## config.mk

```make
export PLATFORM = sky130hd
export DESIGN_NAME = nsl_cell
export DESIGN_NICKNAME = d
export VERILOG_FILES = /design/src/design/nsl_pkg.sv /design/src/design/nsl_cell.sv
export SDC_FILE = /design/constraint.sdc
export NUM_CORES = 1
export LEC_CHECK = 0
export BUFFER_PORTS_ARGS = -buffer_cell sky130_fd_sc_hd__buf_2
export CORE_ASPECT_RATIO = 1.5
export CORE_UTILIZATION = 40
export CTS_CLUSTER_DIAMETER = 100
export DETAILED_ROUTE_END_ITERATION = 8
export HOLD_SLACK_MARGIN = 0.03
export PLACE_DENSITY = 0.65
export SYNTH_ARGS = -nofsm -noshare
export SYNTH_HDL_FRONTEND = slang
export SYNTH_SLANG_ARGS = --single-unit
```

## constraint.sdc

```tcl
create_clock -name i_clk -period 7.33 [get_ports i_clk]
set_input_delay 0.733 -clock i_clk [delete_from_list [all_inputs] [get_ports i_clk]]
set_output_delay 0.733 -clock i_clk [all_outputs]
set_load 0.005 [all_outputs]
```

## src/design/nsl_pkg.sv

```systemverilog
package nsl_pkg;

    localparam int MAX_SYMBOLS = 256;
    localparam int IDX_W = (MAX_SYMBOLS > 1) ? $clog2(MAX_SYMBOLS) : 1;
    localparam int CNT_W = $clog2(MAX_SYMBOLS + 1);

    localparam int CFG_IDX_W = 3;
    localparam logic [CFG_IDX_W-1:0] CFG_LOAD_BASE   = 3'd0;
    localparam logic [CFG_IDX_W-1:0] CFG_WIN_START   = 3'd1;
    localparam logic [CFG_IDX_W-1:0] CFG_WIN_END     = 3'd2;
    localparam logic [CFG_IDX_W-1:0] CFG_SYM_COUNT   = 3'd3;
    localparam logic [CFG_IDX_W-1:0] CFG_KERNEL_TASK = 3'd4;

    localparam logic CMD_WRITE   = 1'b0;
    localparam logic CMD_RESOLVE = 1'b1;

    localparam logic [3:0] TYPE_UNTYPED = 4'd0;
    localparam logic [3:0] TYPE_OBJECT  = 4'd1;
    localparam logic [3:0] TYPE_FUNC    = 4'd2;

    localparam logic [31:0] WIN_END_RESET = 32'hC000_0000;

    localparam int IN_DATA_W  = 144;
    localparam int OUT_DATA_W = 72;

    typedef struct packed {
        logic [31:0] value;
        logic [31:0] size;
        logic [3:0]  sym_type;
        logic [31:0] name;
    } t_entry;

    typedef struct packed {
        logic             valid;
        logic             enable;
        logic [31:0]      rel;
        logic [CNT_W-1:0] j;
        logic             found;
        logic [IDX_W-1:0] best_idx;
        logic [31:0]      best_dist;
        logic [31:0]      best_name;
    } t_token;

endpackage

```

## src/design/nsl_cell.sv

```systemverilog
module nsl_cell (
    input  logic                    i_clk,
    input  logic                    i_rst_n,
    input  logic                    i_we,
    input  nsl_pkg::t_entry         i_wdata,
    input  logic [nsl_pkg::CNT_W-1:0] i_count,
    input  nsl_pkg::t_token         i_tok,
    output nsl_pkg::t_token         o_tok
);

    nsl_pkg::t_entry r_entry;
    nsl_pkg::t_token r_tok;
    nsl_pkg::t_token n_tok;

    logic [32:0] w_diff;
    logic [31:0] w_dist;
    logic        w_type_ok;
    logic        w_eligible;
    logic        w_better;
    logic        w_update;

    assign w_diff = {1'b0, i_tok.rel} - {1'b0, r_entry.value};
    assign w_dist = w_diff[31:0];
    assign w_type_ok = (r_entry.sym_type == nsl_pkg::TYPE_UNTYPED) ||
                       (r_entry.sym_type == nsl_pkg::TYPE_OBJECT) ||
                       (r_entry.sym_type == nsl_pkg::TYPE_FUNC);
    assign w_eligible = w_type_ok && (r_entry.value != 32'd0) && !w_diff[32] &&
                        ((r_entry.size == 32'd0) || (w_dist < r_entry.size));
    assign w_better = !i_tok.found || (w_dist < i_tok.best_dist);
    assign w_update = i_tok.valid && i_tok.enable && (i_tok.j < i_count) &&
                      w_eligible && w_better;

    always_comb begin
        n_tok   = i_tok;
        n_tok.j = i_tok.j + nsl_pkg::CNT_W'(1);
        if (w_update) begin
            n_tok.found     = 1'b1;
            n_tok.best_idx  = i_tok.j[nsl_pkg::IDX_W-1:0];
            n_tok.best_dist = w_dist;
            n_tok.best_name = r_entry.name;
        end
    end

    always_ff @(posedge i_clk) begin
        if (i_we) begin
            r_entry <= i_wdata;
        end
    end

    always_ff @(posedge i_clk) begin
        if (!i_rst_n) begin
            r_tok <= '0;
        end else begin
            r_tok <= n_tok;
        end
    end

    assign o_tok = r_tok;

endmodule

```

# Yosys cells after proc, flatten, opt, wreduce, memory -nomap -nowiden
# Index checks and enable logic that the tools add are counted.
# W data, S select, Z words.
dict set report classes {
  addsub 2
  n_lt_le_gt_ge 3
  n_eq_ne 2
  mux 1
  n_reduce_logical 16
}
# op count
set op_table {}
lappend op_table {{$mux W73} 1}
lappend op_table {{$lt A32 B32 Y1} 2}
lappend op_table {{$sub A32 B32 Y33} 1}
lappend op_table {{$logic_not A32 Y1} 1}
lappend op_table {{$reduce_bool A32 Y1} 1}
lappend op_table {{$add A9 B1 Y9 const B} 1}
lappend op_table {{$lt A9 B9 Y1} 1}
lappend op_table {{$logic_and A1 B1 Y1} 7}
lappend op_table {{$eq A4 B1 Y1 const B} 1}
lappend op_table {{$eq A4 B2 Y1 const B} 1}
lappend op_table {{$logic_not A4 Y1} 1}
lappend op_table {{$logic_or A1 B1 Y1} 4}
lappend op_table {{$logic_not A1 Y1} 2}
dict set report word_totals {
  reg_bits 216
  in_bits 228
  output_inout_bits 116
  word_cells 36
}

# Depth between registers and ports, before layout
# Gate-level depths: netlist of the first run.
dict set report logic_depth {
  depth_word 9
  depth_mapped 21
  ltp_nobuf 18
}

# Least setup slack after synthesis of the first run
# OpenSTA, ideal clock, no wires.
dict set report synth_path {
  path_type {input to register}
  from {in i_tok[82] in the netlist's numbering}
  to {reg r_tok, in the netlist o_tok[0]}
  setup_time_ns 0.128
  arrival_time_ns 4.359
  required_time_ns 7.202
  setup_slack_ns 2.843
  path_stages 20
  n_path_buf 2
  path_cell_list {inv_1 > ha_1 > fa_1 > nand2b_1 > a21oi_1 > o311a_1 > o21a_1 > or4b_1 > nand3_1 > ha_1 > a21oi_1 > nand2_1 > a221oi_1 > a211oi_1 > a2111oi_1 > o211ai_2 > buf_6 > buf_6 > mux2i_1 > nor2_1}
}
dict set report synth_between {
  elab_chain_len 7
  word_cells_on_any_way 11
  classes_between {add/sub: 1; order compare: 2; mux: 1; reduce/logical: 7}
}
# element line_no
set synth_rtl {}
lappend synth_rtl {{start, declared} nsl_cell.sv:7} ;# input nsl_pkg::t_token i_tok,
lappend synth_rtl {{$sub A32 B32 Y33 (*)} nsl_cell.sv:22} ;# assign w_diff = {1'b0, i_tok.rel} - {1'b0, r_entry.value};
lappend synth_rtl {{$lt A32 B32 Y1 / $logic_not A1 Y1 (equally long branches)} {nsl_cell.sv:28, nsl_cell.sv:27}}
lappend synth_rtl {{$logic_or A1 B1 Y1 / $logic_and A1 B1 Y1 (equally long branches)} {nsl_cell.sv:28, nsl_cell.sv:27}}
lappend synth_rtl {{$logic_and A1 B1 Y1} nsl_cell.sv:27} ;# assign w_eligible = w_type_ok && (r_entry.value != 32'd0) && !w_diff[32] &&
lappend synth_rtl {{$logic_and A1 B1 Y1} nsl_cell.sv:30} ;# assign w_update = i_tok.valid && i_tok.enable && (i_tok.j < i_count) &&
lappend synth_rtl {{$logic_and A1 B1 Y1 (*)} nsl_cell.sv:31} ;# w_eligible && w_better;
lappend synth_rtl {{$mux W73 (*)} nsl_cell.sv:36} ;# if (w_update) begin
lappend synth_rtl {{end signal, assigned} nsl_cell.sv:54} ;# r_tok <= n_tok;
lappend synth_rtl {{end, declared} nsl_cell.sv:12} ;# nsl_pkg::t_token r_tok;
# Every way passes the cells marked *; elsewhere a longest branch is shown, timed or not.
# A chain may end at the register's enable or synchronous reset.

# Final worst setup path of the first run
dict set report layout_path {
  from {reg r_entry[86] in the netlist's numbering}
  to {reg r_tok, in the netlist o_tok[20]}
}
dict set report layout_between {
  elab_chain_len 7
  word_cells_on_any_way 13
  classes_between {add/sub: 1; order compare: 2; mux: 1; reduce/logical: 9}
}
# element line_no
set layout_rtl {}
lappend layout_rtl {{start, declared} nsl_cell.sv:11} ;# nsl_pkg::t_entry r_entry;
lappend layout_rtl {{start signal, assigned} nsl_cell.sv:46} ;# r_entry <= i_wdata;
lappend layout_rtl {{$sub A32 B32 Y33 / $reduce_bool A32 Y1 (equally long branches)} {nsl_cell.sv:22, nsl_cell.sv:27}}
lappend layout_rtl {{$lt A32 B32 Y1, or another cell as far along} nsl_cell.sv:28} ;# ((r_entry.size == 32'd0) || (w_dist < r_entry.size));
lappend layout_rtl {{$logic_or A1 B1 Y1 / $logic_and A1 B1 Y1 (equally long branches)} {nsl_cell.sv:28, nsl_cell.sv:27}}
lappend layout_rtl {{$logic_and A1 B1 Y1} nsl_cell.sv:27}
lappend layout_rtl {{$logic_and A1 B1 Y1} nsl_cell.sv:30}
lappend layout_rtl {{$logic_and A1 B1 Y1 (*)} nsl_cell.sv:31}
lappend layout_rtl {{$mux W73 (*)} nsl_cell.sv:36}
# Marked as above.

==> results of run 1 <==
critical path, delay by kind of cell, from the launching register on:
kind                       cells  cell delay (ps)
AOI/OAI and AO/OA              7             2230
adders and majority gates      2              770
buffers and inverters          2              380
DFF                            1              360
muxes                          1              220
and+or+nand+nor                6             1180
cell usage in the layout, fill, tap and decap left out, types with 3 or more instances in the layout:
cell / instances
a211o_1: 3
a211oi_1: 12
a21o_1: 15
a21oi_1: 57
a31oi_1: 9
a41oi_1: 4
and2_1: 39
and3_1: 7
buf_2: 342
buf_4: 4
clkbuf_1: 6
clkbuf_16: 22
clkinv_1: 3
dfxtp_1: 116
edfxtp_1: 100
ha_1: 103
inv_1: 116
mux2i_1: 72
nand2_1: 39
nand2b_1: 9
nand3_1: 13
nand4_1: 18
nor2_1: 104
nor2b_1: 5
nor3_1: 13
nor4_1: 19
o211ai_1: 14
o21a_1: 8
o21ai_0: 38
o311a_1: 3
or3_1: 7
xnor2_1: 16
xor2_1: 10
final timing paths:
kind | startpoint | to | slack, ps | depth (start not counted)
max reg2reg | r_entry[86]$_DFFE_PP_ | o_tok[20]$_SDFF_PN0_ | 1940 | 18
min reg2reg | r_entry[29]$_DFFE_PP_ | o_tok[29]$_SDFF_PN0_ | 480 | 2
max | r_entry[86]$_DFFE_PP_ | o_tok[20]$_SDFF_PN0_ | 1940 | 18
min | i_wdata[54] | r_entry[54]$_DFFE_PP_ | 380 | 1
cells in the mapped netlist (2+ instances only):
cell	number
nand2_1	39
a41oi_1	4
edfxtp_1	100
o21ai_1	2
ha_1	103
buf_2	6
a21o_1	15
a21boi_0	2
and2_1	39
dfxtp_1	116
nand3_1	13
o311a_1	3
a211oi_1	12
xor2_1	10
inv_1	116
nand4_1	18
o211ai_1	14
mux2i_1	72
and4_1	2
o31ai_1	2
xnor2_1	16
and3_1	7
nor3_1	13
o21ai_0	38
or3_1	7
nor2_1	104
nor4_1	19
o21a_1	8
o211a_1	2
a221oi_1	2
a31oi_1	9
and3b_1	2
nor2b_1	5
a21oi_1	57
a211o_1	3
a311o_1	2
nand2b_1	9
o21bai_1	2
clkbuf_1	18
buf_6	8
metal layers:
metal | GRT usage [%] | share of wire [%] | up-vias
li1 | - | - | 4362
met1 | 22.84 | 37 | 4172
met2 | 40.95 | 54 | 286
met3 | 3.505 | 5.5 | 65
met4 | 9.762 | 3.9 | 0
met5 | 0 | 0 | -
per-stage QoR:
| step | setup WS (ps) | power (W) | cell area, sq um | instances |
|---|---|---|---|---|
| 6_report | 1942 | 0.003167 | 13530 | 1731 |
| 5_1_grt | 1431 | 0.003335 | 13530 | 1731 |
| 4_1_cts | 1895 | 0.003202 | 13530 | 1730 |
| 3_5_place_dp | 1464 | 0.002101 | 12830 | 1690 |
| 3_3_place_gp | 1579 | 0.002085 | 12830 | 1690 |
| 2_1_floorplan | 2843 | 0.001831 | 10830 | 1038 |
area by class of cell:
cell class                 count  area (sq um)  area share, %
sequential                   216          5325          39.35
multi-input combinational    673          4883          36.09
timing repair buffer         347          1762          13.02
clock buffer                  30         600.6          4.438
inverter                     117         439.2          3.245
tap                          337         421.7          3.116
clock inverter                10         98.84         0.7304
antenna                        1         2.502        0.01849
power groups by stage:
stage	Combinational, W	Sequential (W)	Clock [W]
2_1_floorplan	0.000431	0.00140	0
3_3_place_gp	0.000682	0.00140	0
3_5_place_dp	0.000696	0.00140	0
4_1_cts	0.000701	0.00138	0.00112
5_1_grt	0.000784	0.00139	0.00117
6_report	0.000696	0.00138	0.00109
logic make-up after synthesis:
kind of cell | count (synthesis) | share of synthesized area [%]
multiplexers | 72 | 6.657
flip-flops | 216 | 49.19
AO/OA/AOI/OAI | 188 | 11.21
buffers and inverters | 149 | 5.790
AND/OR/NAND/NOR | 283 | 12.97
XOR/XNOR | 26 | 2.103
adder cells (fa/ha/maj) | 104 | 12.09
flip-flops by register name, summed over array words and instances (netlist names):
| name | count |
|---|---|
| o_tok | 116 |
| r_entry | 100 |
==> metrics.txt, run 1 <==
status completed; Pwr per Cell Area 234.0 nW/um^2; Async SR Flop Fraction 0%; number of synthesized flops with an enable pin 100; Via density 5.133; share of cells above drive strength 1 27.71%; cell area after synthesis 10830 sq um; final setup TNS 0 ps; Pre-antenna DRT Iters 5; Worst path max stage delay 640 ps; clock sinks 216; post-DR wirelength/cell 17.76 um; Critical Path AT 5750 ps; Overflow after GRT 0; gp weighted congestion 0.8900; f_max 185.6 MHz; largest cells by area after synthesis edfxtp_1 28%, dfxtp_1 21%, ha_1 12%; Total Routed Length 30740 um; clock tree buffer depth 3; first-pass GRT wire length 45470 um; crit path kind flip-flop to flip-flop; crit path capture type flip-flop; crit path time final 5388 ps; clk_lat worst skew 520 ps; Critical Path RT 7690 ps; # DRC 0; measured slew at the worst slew-check pin 925.9 ps; Final Cycle Share 73.50%; CP max-delay cell a2111oi_1; Synth Warn # 0; Initial Utilization 40.73%; top cell type's share of synthesized area 27.74%; power share of the combinational group 22.0%; Clock power frac 34.5%; Die Y-Extent 203.5 um; Initial DRC Count 428; Synth Area per Inst 10.43 sq um; core area 26580 sq um; P_sw 0.0009103 W; Worst-path clk slew 60 ps; post-synth cell types 59; CP Cell Sequence inv_1 > ha_1 > nand2_1 > or4_4 > nor3_2 > o21ai_2 > a21o_1 > a211oi_1 > ha_1 > nand4_1 > nor4_1 > o211ai_1 > a211oi_1 > a2111oi_1 > o211ai_4 > buf_12 > mux2i_1 > nor2_1; largest net degree at the start of global routing 83; CTS Hold Bufs 0; Die X-Extent 136.3 um; die area 27740 sq um; worst-path maximum fanout 39; Syn Nets 1370; total number of vias 8885; Hold Crit Class input port to flip-flop; RSZ-0062 raised after global routing no; cell taking the most area after synthesis edfxtp_1; CTS Buf Count 22; port bufs 343; Sw Share 28.74%; postcts setup bufs 0; Leakage 6.937 nW; P_int 0.002257 W; leading register cell type out of synthesis dfxtp_1; # H-tree levels 1; Worst Skew 11.55 ps; PostCTS Resize Cnt 0; Final Hold Viols 0; DP HPWL 24490 um; register share of total power 43.5%; fin util 50.92%; DRT antenna net count 0; Worst setup SP type flip-flop; num rows 73; Root Buffer clkbuf_16; sequential area share after synthesis 49.19%; Final Max Tran Viols 0; IO Count 344; MaxCap Viol Count 0; initial antenna violation count 1; hold_ws 383.9 ps; Synth Instances 1038; Max VDD drop 0.0002093 V; P&R area growth vs syn 25.00%; CTS tree done; register bit total from synthesis 216; setup violators final 0; fillers 2470; number of global-route vias before repair 8751; nets 1709; total track usage 21.62%; Worst slew margin 38.28%
(Power assumes the default switching activity.)
==> run 2, diff against run 1 <==
--- a/config.mk
+++ b/config.mk
@@ -11,7 +11,7 @@
 export CTS_CLUSTER_DIAMETER = 100
 export DETAILED_ROUTE_END_ITERATION = 8
 export HOLD_SLACK_MARGIN = 0.03
-export PLACE_DENSITY = 0.65
+export PLACE_DENSITY = 0.68
 export SYNTH_ARGS = -nofsm -noshare
 export SYNTH_HDL_FRONTEND = slang
 export SYNTH_SLANG_ARGS = --single-unit
==> constraint.sdc (replaced) <==
create_clock -name i_clk -period 4.9 [get_ports i_clk]
set_input_delay 0.49 -clock i_clk [delete_from_list [all_inputs] [get_ports i_clk]]
set_output_delay 0.49 -clock i_clk [all_outputs]
set_load 0.005 [all_outputs]
==> metrics.txt, run 2 (synthesis results as in run 1) <==
FF-to-FF Start r_entry[95]$_DFFE_PP_ (was r_entry[86]$_DFFE_PP_); DP Area 13100 sq um (was 12830 sq um); largest net degree at the start of global routing 69 (was 83); register area 5325 sq um (unchanged); CP max-delay cell edfxtp_1 (was a2111oi_1); Pwr per Cell Area 346.9 nW/um^2 (was 234.0 nW/um^2); Reg2Reg Setup Slack 200 ps (was 1940 ps); worst slack, placed -197.3 ps (was 1464 ps); Total Routed Length 32840 um (was 30740 um); WP buf/inv 5 (was 2); CP startpoint r_entry[95]$_DFFE_PP_ (was r_entry[86]$_DFFE_PP_); Final Max Tran Viols 0 (unchanged); Overflow after GRT 0 (unchanged); Non-Filler Cell Area, Final 14100 sq um (was 13530 sq um); final setup margin 203.3 ps (was 1942 ps); die area 27740 sq um (unchanged); setup violators final 0 (unchanged); Root Buffer clkbuf_16 (unchanged); MaxCap Viol Count 0 (unchanged); crit path time final 4697 ps (was 5388 ps); crit path capture type flip-flop (unchanged); clk_lat worst skew 530 ps (was 520 ps); cell depth of the worst flop-to-flop path 21 (was 18); Critical Path RT 5270 ps (was 7690 ps); Final Hold Viols 0 (unchanged); Via density 5.057 (was 5.133); num rows 73 (unchanged); Worst path max stage delay 390 ps (was 640 ps); nets 1751 (was 1709); first-pass GRT wire length 46460 um (was 45470 um); clock tree buffer depth 3 (unchanged); fin util 53.04% (was 50.92%); CP top delay family compound AO/OA/AOI/OAI gates (unchanged); Worst slew margin 37.73% (was 38.28%); worst-path maximum fanout 10 (was 39); final setup TNS 0 ps (unchanged); status completed (unchanged); Worst-path clk slew 70 ps (was 60 ps); DP HPWL 25230 um (was 24490 um); Hold Crit Class input port to flip-flop (unchanged); Initial Utilization 40.73% (unchanged); Leakage 7.235 nW (was 6.937 nW); share of cells above drive strength 1 31.36% (was 27.71%); Critical Path AT 5070 ps (was 5750 ps); worst r2r dst o_tok[4]$_SDFF_PN0_ (was o_tok[20]$_SDFF_PN0_); CTS Hold Bufs 0 (unchanged); # H-tree levels 1 (unchanged); most frequent cells in the layout 342 x buf_2, 116 x inv_1, 116 x dfxtp_1, 104 x nor2_1 (was 342 x buf_2, 116 x inv_1, 116 x dfxtp_1, 104 x nor2_1, 103 x ha_1); total number of vias 8987 (was 8885); Worst setup SP type flip-flop (unchanged); Max VDD drop 0.0002972 V (was 0.0002093 V); initial antenna violation count 6 (was 1); Initial DRC Count 365 (was 428); overall power 0.004890 W (was 0.003167 W); most common cell after layout, fill and taps aside buf_2 (unchanged); f_max 212.9 MHz (was 185.6 MHz); Worst Skew 16.86 ps (was 11.55 ps); total track usage 22.18% (was 21.62%); port bufs 343 (unchanged); Worst path depth 21 (was 18); clock sinks 216 (unchanged); # DRC 0 (unchanged); number of global-route vias before repair 8895 (was 8751); gp weighted congestion 0.8594 (was 0.8900); Pre-antenna DRT Iters 4 (was 5); CP Cell Sequence inv_1 > ha_1 > a21o_1 > a21oi_1 > o21ai_1 > or3_1 > or3_1 > o311a_1 > ha_1 > nand4_1 > nor4_2 > buf_4 > o211ai_1 > a211oi_2 > a2111oi_1 > buf_4 > o211ai_4 > buf_12 > buf_12 > mux2i_2 > nor2_1 (was inv_1 > ha_1 > nand2_1 > or4_4 > nor3_2 > o21ai_2 > a21o_1 > a211oi_1 > ha_1 > nand4_1 > nor4_1 > o211ai_1 > a211oi_1 > a2111oi_1 > o211ai_4 > buf_12 > mux2i_1 > nor2_1); fillers 2440 (was 2470); core area 26580 sq um (unchanged); Final Cycle Share 95.85% (was 73.50%); measured slew at the worst slew-check pin 934.0 ps (was 925.9 ps); Critical Path End o_tok[4]$_SDFF_PN0_ (was o_tok[20]$_SDFF_PN0_); crit path kind flip-flop to flip-flop (unchanged); CTS tree done (unchanged); DRT antenna net count 0 (unchanged); Die X-Extent 136.3 um (unchanged); Die Y-Extent 203.5 um (unchanged); post-DR wirelength/cell 18.48 um (was 17.76 um); Multi-input gate area 4987 sq um (was 4883 sq um); P&R area growth vs syn 30.21% (was 25.00%); IO Count 344 (unchanged); max reg flops 116 (unchanged); CTS Buf Count 22 (unchanged)
[run 2: cell count changes in the layout (fill, tap and decap cells not counted), sizes merged]
cell | previous run | this run
buf | 347 | 385
bufinv | 1 | 2
clkinv | 6 | 5
clkinvlp | 2 | 0
diode | 1 | 5
clkbuf | 30 | 36
[run 2: stage by stage]
step | instances | hold WS, ps
2_1_floorplan | 1038 | 452.5
3_3_place_gp | 1724 | 455.2
3_5_place_dp | 1724 | 466.2
4_1_cts | 1764 | 107.4
5_1_grt | 1777 | 117.5
6_report | 1777 | 133.0
[run 2: what timing repair did]
item | 4_1_cts | 5_1_grt
setup endpoints to repair | 0 | 72
gates resized for setup | 0 | 22
buffers inserted | 0 | 2
hold endpoints to repair | 0 | 0
[run 2: power by group]
group | total, W | switching, W | internal, W | leakage (nW)
Combinational | 0.00113 | 0.000632 | 0.000503 | 4.94
Sequential | 0.00207 | 0.0000510 | 0.00202 | 1.95
Clock | 0.00169 | 0.000704 | 0.000985 | 0.354
[run 2: final cells by class]
type / count / share of cell area (%)
flip-flops and latches: 216 / 37.77
diodes: 5 / 0.08875
clock buffers: 32 / 4.384
multi-input cells: 673 / 35.38
inverters: 117 / 3.115
clock inverters: 8 / 0.7189
repair buffers: 389 / 15.55
well taps: 337 / 2.991
[run 2: worst min-delay path by stage]
stage / start / endpoint / slack [ps] / depth (start not counted)
floorplan: r_entry[0]$_DFFE_PP_ / o_tok[0]$_SDFF_PN0_ / 450 / 2
global placement: r_entry[7]$_DFFE_PP_ / o_tok[7]$_SDFF_PN0_ / 460 / 2
detailed placement: r_entry[1]$_DFFE_PP_ / o_tok[1]$_SDFF_PN0_ / 470 / 2
CTS: i_wdata[87] / r_entry[87]$_DFFE_PP_ / 110 / 1
global route: i_wdata[58] / r_entry[58]$_DFFE_PP_ / 120 / 1
finish: i_wdata[87] / r_entry[87]$_DFFE_PP_ / 130 / 1
[run 2: per-layer routing]
layer / share of wire (%) / wire (um) / global-route usage [%] / up-vias
met5: 0.040 / 13 / 0 / -
met3: 4.8 / 1572 / 3.505 / 81
met4: 4.7 / 1556 / 11.39 / 2
met1: 37 / 12150 / 23.54 / 4179
met2: 53 / 17540 / 41.35 / 277
li1: - / - / - / 4448
[run 2: worst register-to-register path: cells and delay by family, from the launching register on]
kind	cells	cell delay, ps
muxes	1	270
DFF	1	390
buffers and inverters	5	840
adders and majority gates	2	670
and+or+nand+nor	5	1060
AOI/OAI and AO/OA	8	1320
==> run 3, diff against run 2 <==
--- a/config.mk
+++ b/config.mk
@@ -7,11 +7,12 @@
 export LEC_CHECK = 0
 export BUFFER_PORTS_ARGS = -buffer_cell sky130_fd_sc_hd__buf_2
 export CORE_ASPECT_RATIO = 1.5
-export CORE_UTILIZATION = 40
+export CORE_UTILIZATION = 47
 export CTS_CLUSTER_DIAMETER = 100
 export DETAILED_ROUTE_END_ITERATION = 8
+export GPL_ROUTABILITY_DRIVEN = 0
 export HOLD_SLACK_MARGIN = 0.03
-export PLACE_DENSITY = 0.68
+export PLACE_DENSITY_LB_ADDON = 0.3
 export SYNTH_ARGS = -nofsm -noshare
 export SYNTH_HDL_FRONTEND = slang
 export SYNTH_SLANG_ARGS = --single-unit
==> metrics.txt, run 3 (synthesis results as in run 1) <==
f_max 211.5 MHz (was 212.9 MHz); most common cell after layout, fill and taps aside buf_2 (unchanged); worst-path maximum fanout 16 (was 10); DRT antenna net count 0 (unchanged); DP Area 12920 sq um (was 13100 sq um); Die Y-Extent 187.9 um (was 203.5 um); die area 23660 sq um (was 27740 sq um); Root Buffer clkbuf_16 (unchanged); Initial DRC Count 416 (was 365); # H-tree levels 1 (unchanged); Critical Path RT 5270 ps (about the same); CTS Buf Count 22 (unchanged); Leakage 7.139 nW (was 7.235 nW); Final Cycle Share 96.48% (was 95.85%); post-DR wirelength/cell 18.19 um (was 18.48 um); Final Max Tran Viols 0 (unchanged); max reg flops 116 (unchanged); Critical Path AT 5090 ps (was 5070 ps); hold path depth 1 (unchanged); placed cells 1650 (was 1724); clock tree buffer depth 3 (unchanged); crit path capture type flip-flop (unchanged); WP buf/inv 2 (was 5); initial antenna violation count 10 (was 6); port bufs 343 (unchanged); CP startpoint r_entry[68]$_DFFE_PP_ (was r_entry[95]$_DFFE_PP_); DP HPWL 24020 um (was 25230 um); CP top delay family compound AO/OA/AOI/OAI gates (unchanged); Worst path max stage delay 440 ps (was 390 ps); measured slew at the worst slew-check pin 882.7 ps (was 934.0 ps); final setup margin 172.5 ps (was 203.3 ps); Max VDD drop 0.0003545 V (was 0.0002972 V); clk_lat worst skew 520 ps (was 530 ps); Initial Utilization 48.19% (was 40.73%); MaxCap Viol Count 0 (unchanged); nets 1734 (was 1751); Overflow after GRT 0 (unchanged); Final Hold Viols 0 (unchanged); crit path time final 4728 ps (was 4697 ps); number of global-route vias before repair 8898 (was 8895); clock sinks 216 (unchanged); Total Routed Length 30960 um (was 32840 um); Worst setup SP type flip-flop (unchanged); Hold Crit Class input port to flip-flop (unchanged); total track usage 25.10% (was 22.18%); Pre-antenna DRT Iters 5 (was 4); P&R area growth vs syn 27.72% (was 30.21%); fillers 1947 (was 2440); share of cells above drive strength 1 29.76% (was 31.36%); # DRC 0 (unchanged); Reg2Reg Setup Slack 170 ps (was 200 ps); Hold Crit Start i_wdata[86] (was i_wdata[87]); Die X-Extent 125.9 um (was 136.3 um); worst slack, placed -349.8 ps (was -197.3 ps); CTS tree done (unchanged); crit path kind flip-flop to flip-flop (unchanged); CP max-delay cell a311o_1 (was edfxtp_1); CP Cell Sequence ha_1 > fa_1 > nand2b_1 > a21oi_2 > o21a_2 > o2111ai_1 > a311o_1 > xnor2_2 > ha_1 > nand2_1 > o21ai_0 > o211ai_1 > o211ai_1 > a2111oi_4 > o211ai_4 > buf_12 > buf_12 > mux2i_1 > nor2_1 (was inv_1 > ha_1 > a21o_1 > a21oi_1 > o21ai_1 > or3_1 > or3_1 > o311a_1 > ha_1 > nand4_1 > nor4_2 > buf_4 > o211ai_1 > a211oi_2 > a2111oi_1 > buf_4 > o211ai_4 > buf_12 > buf_12 > mux2i_2 > nor2_1); largest net degree at the start of global routing 70 (was 69); num rows 67 (was 73); Non-Filler Cell Area, Final 13830 sq um (was 14100 sq um); first-pass GRT wire length 45770 um (was 46460 um); cell depth of the worst flop-to-flop path 19 (was 21); Pwr per Cell Area 354.0 nW/um^2 (was 346.9 nW/um^2); IO Count 344 (unchanged); Worst Skew 11.72 ps (was 16.86 ps); core area 22470 sq um (was 26580 sq um); Via density 5.293 (was 5.057); setup violators final 0 (unchanged); most frequent cells in the layout 342 x buf_2, 116 x inv_1, 116 x dfxtp_1, 104 x nor2_1, 103 x ha_1 (was 342 x buf_2, 116 x inv_1, 116 x dfxtp_1, 104 x nor2_1); Worst path depth 19 (was 21); status completed (unchanged); hold_ws 144.5 ps (was 133.0 ps); Worst slew margin 40.53% (was 37.73%); post-route non-filler standard cell count 1702 (was 1777); Worst-path clk slew 70 ps (about the same); total number of vias 9009 (was 8987); FF-to-FF Start r_entry[68]$_DFFE_PP_ (was r_entry[95]$_DFFE_PP_)
run 3: changes by cell type in the layout (fill, tap and decap cells not counted), sizes merged:
cell / before / now
clkbuf: 36 / 34
diode: 5 / 8
clkinv: 5 / 4
buf: 385 / 370
inv: 118 / 119
run 3: metrics by stage:
| step | utilization (%) | total power, W | TNS (ps) |
|---|---|---|---|
| 2_1_floorplan | - | 0.002740 | 0 |
| 3_5_place_dp | 57.53 | 0.003176 | -21400 |
| 6_report | 61.55 | 0.004895 | 0 |
| 3_3_place_gp | 57.53 | 0.003144 | -13350 |
| 5_1_grt | 61.55 | 0.005138 | -35.27 |
| 4_1_cts | 60.88 | 0.004913 | 0 |
run 3: layout make-up:
cell class              count  area [sq um]  share of cell area (%)
clock inverters             8         107.6                  0.7781
clock buffers              32         639.4                   4.624
multi-input cells         673          4935                   35.69
flip-flops and latches    216          5325                   38.51
well taps                 276         345.3                   2.497
repair buffers            372          2017                   14.59
inverters                 117         439.2                   3.176
diodes                      8         20.02                  0.1448
run 3: power breakdown:
part	switching [W]	internal, W
clock	0.000714	0.00102
combinational	0.000621	0.000478
sequential	0.0000476	0.00202
run 3: worst register-to-register path, stage by stage (launching register included):
cell and delay, ps:
edfxtp_1 400, ha_1 220, fa_1 410, nand2b_1 190
a21oi_2 190, o21a_2 210, o2111ai_1 220, a311o_1 440
xnor2_2 160, ha_1 300, nand2_1 90, o21ai_0 150
o211ai_1 200, o211ai_1 290, a2111oi_4 360, o211ai_4 140
buf_12 180, buf_12 160, mux2i_1 200, nor2_1 70
run 3: layer usage:
metal | share of wire [%] | vias to the layer above | GRT usage [%] | wire length, um
met5 | 0.039 | - | 0 | 12
met4 | 4.4 | 2 | 13.30 | 1353
met3 | 5.6 | 69 | 4.165 | 1721
met2 | 54 | 315 | 46.64 | 16660
met1 | 36 | 4191 | 26.83 | 11220
li1 | - | 4432 | - | -
run 3: worst paths after layout:
check                                        endpoint
worst max-delay path             o_tok[15]$_SDFF_PN0_
worst min-delay path            r_entry[86]$_DFFE_PP_
worst max register to register   o_tok[15]$_SDFF_PN0_
worst min register to register    o_tok[7]$_SDFF_PN0_
run 3: timing repair:
item | CTS | global route
hold buffers | 0 | 0
endpoints found under the setup margin | 72 | 72
gates cloned | 0 | 3
gates resized for setup | 1 | 9
buffers inserted | 0 | 1
